==> src/hdl/cclm_pkg.sv <==
// ----------------------------------------------------------------------------
// cclm_pkg: shared types and constants for the character list matcher
// Byte codes, register indexes, the per-cell scan state and the class test.
// ----------------------------------------------------------------------------
package cclm_pkg;

    // Register indexes on the configuration port
    localparam int unsigned IDX_W = 3;
    localparam logic [IDX_W-1:0] REG_WORD0  = 3'd0;
    localparam logic [IDX_W-1:0] REG_WORD1  = 3'd1;
    localparam logic [IDX_W-1:0] REG_WORD2  = 3'd2;
    localparam logic [IDX_W-1:0] REG_WORD3  = 3'd3;
    localparam logic [IDX_W-1:0] REG_LENGTH = 3'd4;

    localparam int unsigned WORD_W   = 64;
    localparam int unsigned WORDS    = 4;
    localparam int unsigned WORD_BYTES = WORD_W / 8;
    localparam int unsigned LEN_W    = 6;

    // Pattern byte codes
    localparam logic [7:0] CH_NUL    = 8'h00;
    localparam logic [7:0] CH_BSLASH = 8'h5C;
    localparam logic [7:0] CH_DASH   = 8'h2D;
    localparam logic [7:0] CH_BANG   = 8'h21;
    localparam logic [7:0] CH_CARET  = 8'h5E;
    localparam logic [7:0] CH_PCT    = 8'h25;
    localparam logic [7:0] CH_AT     = 8'h40;
    localparam logic [7:0] CH_TILDE  = 8'h7E;
    localparam logic [7:0] CH_EIGHT  = 8'h38;
    localparam logic [7:0] CH_NINE   = 8'h39;
    localparam logic [7:0] CH_HIGH   = 8'h80;

    // Class selector letters
    localparam logic [7:0] SEL_SPACE = 8'h73; // s
    localparam logic [7:0] SEL_PUNCT = 8'h70; // p
    localparam logic [7:0] SEL_DIGIT = 8'h64; // d
    localparam logic [7:0] SEL_OCT   = 8'h6F; // o
    localparam logic [7:0] SEL_HEX   = 8'h78; // x
    localparam logic [7:0] SEL_UPPER = 8'h75; // u
    localparam logic [7:0] SEL_LOWER = 8'h6C; // l
    localparam logic [7:0] SEL_ALPHA = 8'h61; // a
    localparam logic [7:0] SEL_ALNUM = 8'h6E; // n

    // Scan state handed from one cell to the next
    typedef struct packed {
        logic [7:0] ch;      // byte under test
        logic       prefix;  // still inside the leading inversion bytes
        logic [1:0] skip;    // positions still owned by the previous token
        logic       flag;    // sense of the result
        logic       hit;     // some token matched
        logic       done;    // list ended or already matched
    } scan_t;

    function automatic logic in_class(input logic [7:0] sel, input logic [7:0] c);
        logic up;
        logic lo;
        logic dig;
        logic res;
        up  = (c >= 8'h41) && (c <= 8'h5A);
        lo  = (c >= 8'h61) && (c <= 8'h7A);
        dig = (c >= 8'h30) && (c <= 8'h39);
        case (sel)
            SEL_SPACE: res = ((c >= 8'd9) && (c <= 8'd13)) || (c == 8'd32);
            SEL_PUNCT: res = ((c >= 8'd33) && (c <= 8'd47)) || ((c >= 8'd58) && (c <= 8'd64))
                          || ((c >= 8'd91) && (c <= 8'd96))
                          || ((c >= 8'd123) && (c <= 8'd126));
            SEL_DIGIT: res = dig;
            SEL_OCT:   res = dig && (c != CH_EIGHT) && (c != CH_NINE);
            SEL_HEX:   res = dig || ((c >= 8'h41) && (c <= 8'h46))
                          || ((c >= 8'h61) && (c <= 8'h66));
            SEL_UPPER: res = up;
            SEL_LOWER: res = lo;
            SEL_ALPHA: res = up || lo;
            SEL_ALNUM: res = up || lo || dig;
            CH_AT:     res = (c == CH_NUL);
            CH_CARET:  res = (c <= 8'd31) || (c == 8'd127);
            CH_TILDE:  res = (c & CH_HIGH) != CH_NUL;
            default:   res = (c == sel);
        endcase
        return res;
    endfunction

endpackage

==> src/hdl/cclm_cell.sv <==
// ----------------------------------------------------------------------------
// cclm_cell: one pattern position of the matching chain
// Decode the token at this position against the passing byte, register state.
// ----------------------------------------------------------------------------
module cclm_cell (
    input  logic            aclk,
    input  logic            aresetn,
    input  logic            adv,
    input  logic            valid_in,
    input  cclm_pkg::scan_t scan_in,
    input  logic [7:0]      b_prev,
    input  logic [7:0]      b,
    input  logic [7:0]      b_next,
    input  logic [7:0]      b_next2,
    output logic            valid_out,
    output cclm_pkg::scan_t scan_out
);

    logic            valid_reg;
    cclm_pkg::scan_t scan_reg;
    cclm_pkg::scan_t scan_next;

    logic [7:0] range_end;
    logic [7:0] range_lo;
    logic [7:0] range_hi;
    logic       range_esc;
    logic       in_range;
    logic [7:0] lit;
    logic       first;
    logic       tok;

    // range end may be escaped, unless the backslash is the last byte
    assign range_esc = (b_next == cclm_pkg::CH_BSLASH) && (b_next2 != cclm_pkg::CH_NUL);
    assign range_end = range_esc ? b_next2 : b_next;
    assign range_lo  = (b_prev > range_end) ? range_end : b_prev;
    assign range_hi  = (b_prev > range_end) ? b_prev : range_end;
    assign in_range  = (scan_in.ch >= range_lo) && (scan_in.ch <= range_hi);
    assign lit       = (b == cclm_pkg::CH_BSLASH) ? b_next : b;

    always_comb begin
        scan_next = scan_in;
        first     = 1'b0;
        tok       = 1'b0;
        if (!scan_in.done) begin
            if (scan_in.skip != 2'd0) begin
                scan_next.skip = scan_in.skip - 2'd1;
            end else begin
                if (scan_in.prefix) begin
                    if ((b == cclm_pkg::CH_BANG) || (b == cclm_pkg::CH_CARET)) begin
                        scan_next.flag = ~scan_in.flag;
                    end else begin
                        scan_next.prefix = 1'b0;
                        first            = 1'b1;
                        tok              = 1'b1;
                    end
                end else begin
                    tok = 1'b1;
                end
                if (tok) begin
                    if (b == cclm_pkg::CH_NUL) begin
                        scan_next.done = 1'b1;
                    end else if (b_next == cclm_pkg::CH_NUL) begin
                        if (scan_in.ch == b) begin
                            scan_next.hit  = 1'b1;
                            scan_next.done = 1'b1;
                        end
                    end else if (b == cclm_pkg::CH_PCT) begin
                        scan_next.skip = 2'd1;
                        if (cclm_pkg::in_class(b_next, scan_in.ch)) begin
                            scan_next.hit  = 1'b1;
                            scan_next.done = 1'b1;
                        end
                    end else if ((b == cclm_pkg::CH_DASH) && !first) begin
                        scan_next.skip = range_esc ? 2'd2 : 2'd1;
                        if (in_range) begin
                            scan_next.hit  = 1'b1;
                            scan_next.done = 1'b1;
                        end
                    end else begin
                        scan_next.skip = (b == cclm_pkg::CH_BSLASH) ? 2'd1 : 2'd0;
                        if (scan_in.ch == lit) begin
                            scan_next.hit  = 1'b1;
                            scan_next.done = 1'b1;
                        end
                    end
                end
            end
        end
    end

    always_ff @(posedge aclk) begin
        if (!aresetn) begin
            valid_reg <= 1'b0;
        end else if (adv) begin
            valid_reg <= valid_in;
        end
    end

    always_ff @(posedge aclk) begin
        if (adv) begin
            scan_reg <= scan_next;
        end
    end

    assign valid_out = valid_reg;
    assign scan_out  = scan_reg;

    a_skip_range: assert property (@(posedge aclk) disable iff (!aresetn)
        valid_reg |-> (scan_reg.skip != 2'd3))
        else $error("cell skip count out of range");

    a_hit_done: assert property (@(posedge aclk) disable iff (!aresetn)
        valid_reg && scan_reg.hit |-> scan_reg.done)
        else $error("cell hit without done");

    a_prefix_clean: assert property (@(posedge aclk) disable iff (!aresetn)
        valid_reg && scan_reg.prefix |-> !scan_reg.hit && (scan_reg.skip == 2'd0))
        else $error("cell token state while still in prefix");

endmodule

==> config.mk <==
export PLATFORM = sky130hd
export DESIGN_NAME = cclm_cell
export DESIGN_NICKNAME = d
export VERILOG_FILES = /design/src/hdl/cclm_pkg.sv /design/src/hdl/cclm_cell.sv
export SDC_FILE = /design/constraint.sdc
export NUM_CORES = 1
export LEC_CHECK = 0
export BUFFER_PORTS_ARGS = -buffer_cell sky130_fd_sc_hd__buf_2
export CAP_MARGIN = 5
export CORE_MARGIN = 2
export CORE_UTILIZATION = 59
export CTS_CLUSTER_DIAMETER = 50
export DETAILED_ROUTE_END_ITERATION = 8
export HOLD_SLACK_MARGIN = 0.1
export PLACE_DENSITY = 0.93
export SLEW_MARGIN = 20
export SYNTH_ARGS = -nofsm -noshare
export SYNTH_HDL_FRONTEND = slang
export SYNTH_SLANG_ARGS = --single-unit
==> constraint.sdc <==
create_clock -name aclk -period 7 [get_ports aclk]
set_input_delay 0.35 -clock aclk [delete_from_list [all_inputs] [get_ports aclk]]
set_output_delay 0.35 -clock aclk [all_outputs]
set_load 0.03 [all_outputs]
==> impl_results.md <==
* Internal power at 209 µW
* Hold buffers post-CTS at 0
* Boundary Pins at 65
* Status: finished clean
* Final routed wire length divided by cell count at between 15 and 20 µm
* Setup violations, final at 0
* CTS Root Cell: clkbuf_8
* Total GRT Usage at between 20% and 30%
* Slew HR at 35.9%
* Warning count from the yosys run at 0
* Share of the synthesized area in the top cell type at 16.9%
* Largest incremental delay on the critical path at approximately 0.82 ns
* Cells after Synth at 310
* RSZ-0062 raised after global routing: false
* Net total in the final layout at ~440
* Part of the total power dissipated in sequential elements at 31.9%
* H-Tree Level Count at 1
* Share of the cycle needed by the critical path after routing at 73.0%
* Ys flop type: edfxtp_1
* Clock sink count at 15
* Detail Placement HPWL at 5.45 mm
* Maximum number of pins on one net before global-route repair at 20
* Number of cell rows at 23
* Global route overflow at 0
* Post-route minimum period at slightly above 5 ns
* Share of final-layout standard cells stronger than drive strength 1 at between 20% and 30%
* Last weighted congestion value of the routability-driven placer at 0.948
* Final worst clock skew at 0 ns
* Count of final hold-check violations at 0
* Final antenna diode count at 0
* CP arrival at a little over 5 ns
* Vias in the first global route at 2,391
* Overall die height at 68.9 µm
* Cell repeated most along the worst path: o21a_1
* Final number of max-transition violations at 0
* Post-synthesis cell type with the largest combined area: edfxtp_1
* Type of destination of the critical path: flop
* Portion of the post-synthesis area used by sequential elements at 17.7%
* Count of antenna-violating nets left after detailed routing at 0
* Final core utilization at 70.5%
* Post-synthesis net count at 384
* Number of buffers added by the clock tree synthesis step at 3
* Number of buffers on the longest clock path at 2
* Setup TNS after final layout at 0 ns
* Total of cells resized after clock tree synthesis at 0
* Mean area per synthesized cell at 8.01 µm²
* Areal power density over the cells at ~120 nW/µm²
* Critical path data required time at 7.00 ns
* TritonCTS clock tree: built
* Layout-stage area growth over the synthesis result at 14.4%
* Number of synthesized flops with an enable pin at 14
* Highest fanout seen on the critical path at 16
* # Max-Cap Violations at 0
* Post-synthesis cell type count at between 50 and 60
* Clock power share at 20.8%
* Total power at 337 µW
* DRC violation count after routing at 0
* Post-Route WL at 6.95 mm
* Share of async-settable or async-resettable flops after synthesis at 0%
* Chain of cells forming the critical path: buf_2 > nand4b_1 > nor3b_1 > nand3_1 > o21a_1 > inv_1 > ha_1 > o21a_1 > o21a_1 > o21ai_0 > a21oi_1 > o31ai_4 > mux2_2 > ha_1 > nand2b_1 > a21o_1 > a21oi_1 > o21ai_0 > a32o_1 > nor3_1 > nor3_2
* Leakage power of the design at 1.24 nW
* Clock latency on the worst-skew pair at 0.25 ns
* Worst-path cell with the longest stage delay: o31ai_4
* Most area-consuming cells after synthesis: edfxtp_1 17%, ha_1 12%, mux2i_1 6.9%
* Kind of critical path: primary input to flop
* Via density per instance at 6.44
* Antenna violations before repair at 0
* Core Box Area at roughly 4000 µm²
* Number of DRC markers after the initial detailed-route iteration at 205
* Number of register bits inferred by synthesis at 15
* Global-route wire length before repair at 10.7 mm
* Class of the most critical hold timing path: primary input to flop
* Die width at just under 70 µm
* Nature of the critical path startpoint: primary input
* Switching fraction of total power at about two fifths
* Maximum clock rate at 196 MHz
* Power dissipated by switching net loads at 128 µW
* Fill cell instance count of the final layout at 340
* Vias after detailed routing at 2,652
* Starting utilization of the core area at between 60% and 70%
* Synthesized area at 2480 µm²
* Max rail drop VDD at 0.0641 mV
* Overall die area at 4740 µm²
* Number of port buffers at 64
* Worst-margin pin slew at 0.961 ns
* Proportion of power drawn by combinational gates at around 47%
* DR pass1 iterations at 5
* Reg clk slew, reported paths at approximately 0.06 ns
* Number of buffers inserted to repair setup after CTS at 0
-- synthesized netlist by cell type, types with 3 or more instances --
| cell type | number |
|---|---|
| nand2_1 | 29 |
| ha_1 | 24 |
| a21oi_1 | 20 |
| nor2_1 | 18 |
| mux2i_1 | 17 |
| inv_1 | 15 |
| o21ai_0 | 15 |
| edfxtp_1 | 14 |
| nand2b_1 | 11 |
| nor2b_1 | 11 |
| clkbuf_1 | 10 |
| nand3_1 | 10 |
| xor2_1 | 9 |
| nand4_1 | 7 |
| nor3_1 | 7 |
| o21a_1 | 7 |
| nor4_1 | 6 |
| nor4bb_1 | 6 |
| or3_1 | 5 |
| xnor2_1 | 5 |
| buf_2 | 4 |
| and3_1 | 3 |
| nor4b_1 | 3 |
| o211ai_1 | 3 |
| or3_4 | 3 |
| or4_1 | 3 |
-- power groups by stage --
stage / registers, mW / clock network, mW / logic (mW)
after floorplan: 0.125 / 0 / 0.0912
after global placement: 0.109 / 0 / 0.151
after detailed placement: 0.109 / 0 / 0.156
after CTS: 0.108 / 0.0696 / 0.157
after global routing: 0.108 / 0.0731 / 0.174
final: 0.107 / 0.0701 / 0.159
-- logic make-up (layout without fill, tap and decap cells) --
family	count (synthesis)	after routing	synth area share (%)
AO/OA/AOI/OAI	68	68	19.2
flip-flops	15	15	17.7
XOR/XNOR	14	14	4.94
adder cells (fa/ha/maj)	24	24	12.1
AND/OR/NAND/NOR	139	139	33.0
buffers and inverters	31	83	5.19
multiplexers	19	19	7.76
-- sequential cells by signal, indices dropped and copies added (netlist names) --
signal and cells:
valid_out 1, scan_out 14
-- final timing paths --
check	start	end	slack, ns	depth (start not counted)
max reg2reg	valid_out$_SDFFE_PN0P_	valid_out$_SDFFE_PN0P_	6.40	2
min reg2reg	valid_out$_SDFFE_PN0P_	valid_out$_SDFFE_PN0P_	0.53	2
min	aresetn	valid_out$_SDFFE_PN0P_	0.33	2
max	b_next[4]	scan_out[0]$_SDFFCE_PP1P_	1.89	21
-- worst max-delay path: cells and delay by family --
family                   cells  cell delay, ns
multiplexers                 1            0.42
AO/OA/AOI/OAI               10            2.39
adder cells (fa/ha/maj)      2            0.49
buffers and inverters        2            0.31
AND/OR/NAND/NOR              6            1.15
-- per-stage QoR --
| stage | instances | hold WS (ns) | instance area (µm²) | setup WS [ns] |
|---|---|---|---|---|
| after floorplan | 310 | 0.449 | 2480 | 2.38 |
| after detailed placement | 408 | 0.536 | 2790 | 1.70 |
| after CTS | 412 | 0.341 | 2840 | 1.95 |
| final | 412 | 0.328 | 2840 | 1.89 |
| after global routing | 412 | 0.351 | 2840 | 1.54 |
| after global placement | 408 | 0.497 | 2790 | 1.92 |
-- area by class of cell --
type,instances,area (µm²),share of cell area (%)
clock buffers,3,41.3,1.45
clock inverters,1,5.00,0.176
inverters,15,56.3,1.98
multi-input cells,264,1910,67.4
flip-flops and latches,15,440,15.5
well taps,50,62.6,2.20
repair buffers,64,320,11.3
-- layout by cell type (no fill, tap or decap), types with 3 or more instances in the layout --
master and count:
buf_2 64, nand2_1 29, ha_1 24, a21oi_1 20, nor2_1 18, mux2i_1 17
inv_1 15, o21ai_0 15, edfxtp_1 14, nor2b_1 11, nand2b_1 11, nand3_1 10
xor2_1 9, o21a_1 7, nor3_1 7, nand4_1 7, nor4_1 6, nor4bb_1 6
or3_1 5, xnor2_1 5, and3_1 3, or3_4 3, or4_1 3, nor4b_1 3
o211ai_1 3, clkbuf_8 3
-- layer usage --
metal | share of wire (%) | GRT usage (%) | wire (µm) | up-vias
met1 | 43 | 39.3 | 3020 | 1214
met5 | 0 | 0 | 0 | -
li1 | - | - | - | 1269
met3 | 8.5 | 2.92 | 589 | 21
met4 | 1.9 | 10.3 | 130 | 0
met2 | 46 | 50.0 | 3210 | 148
Note: power is estimated with default switching activity, not from simulation.
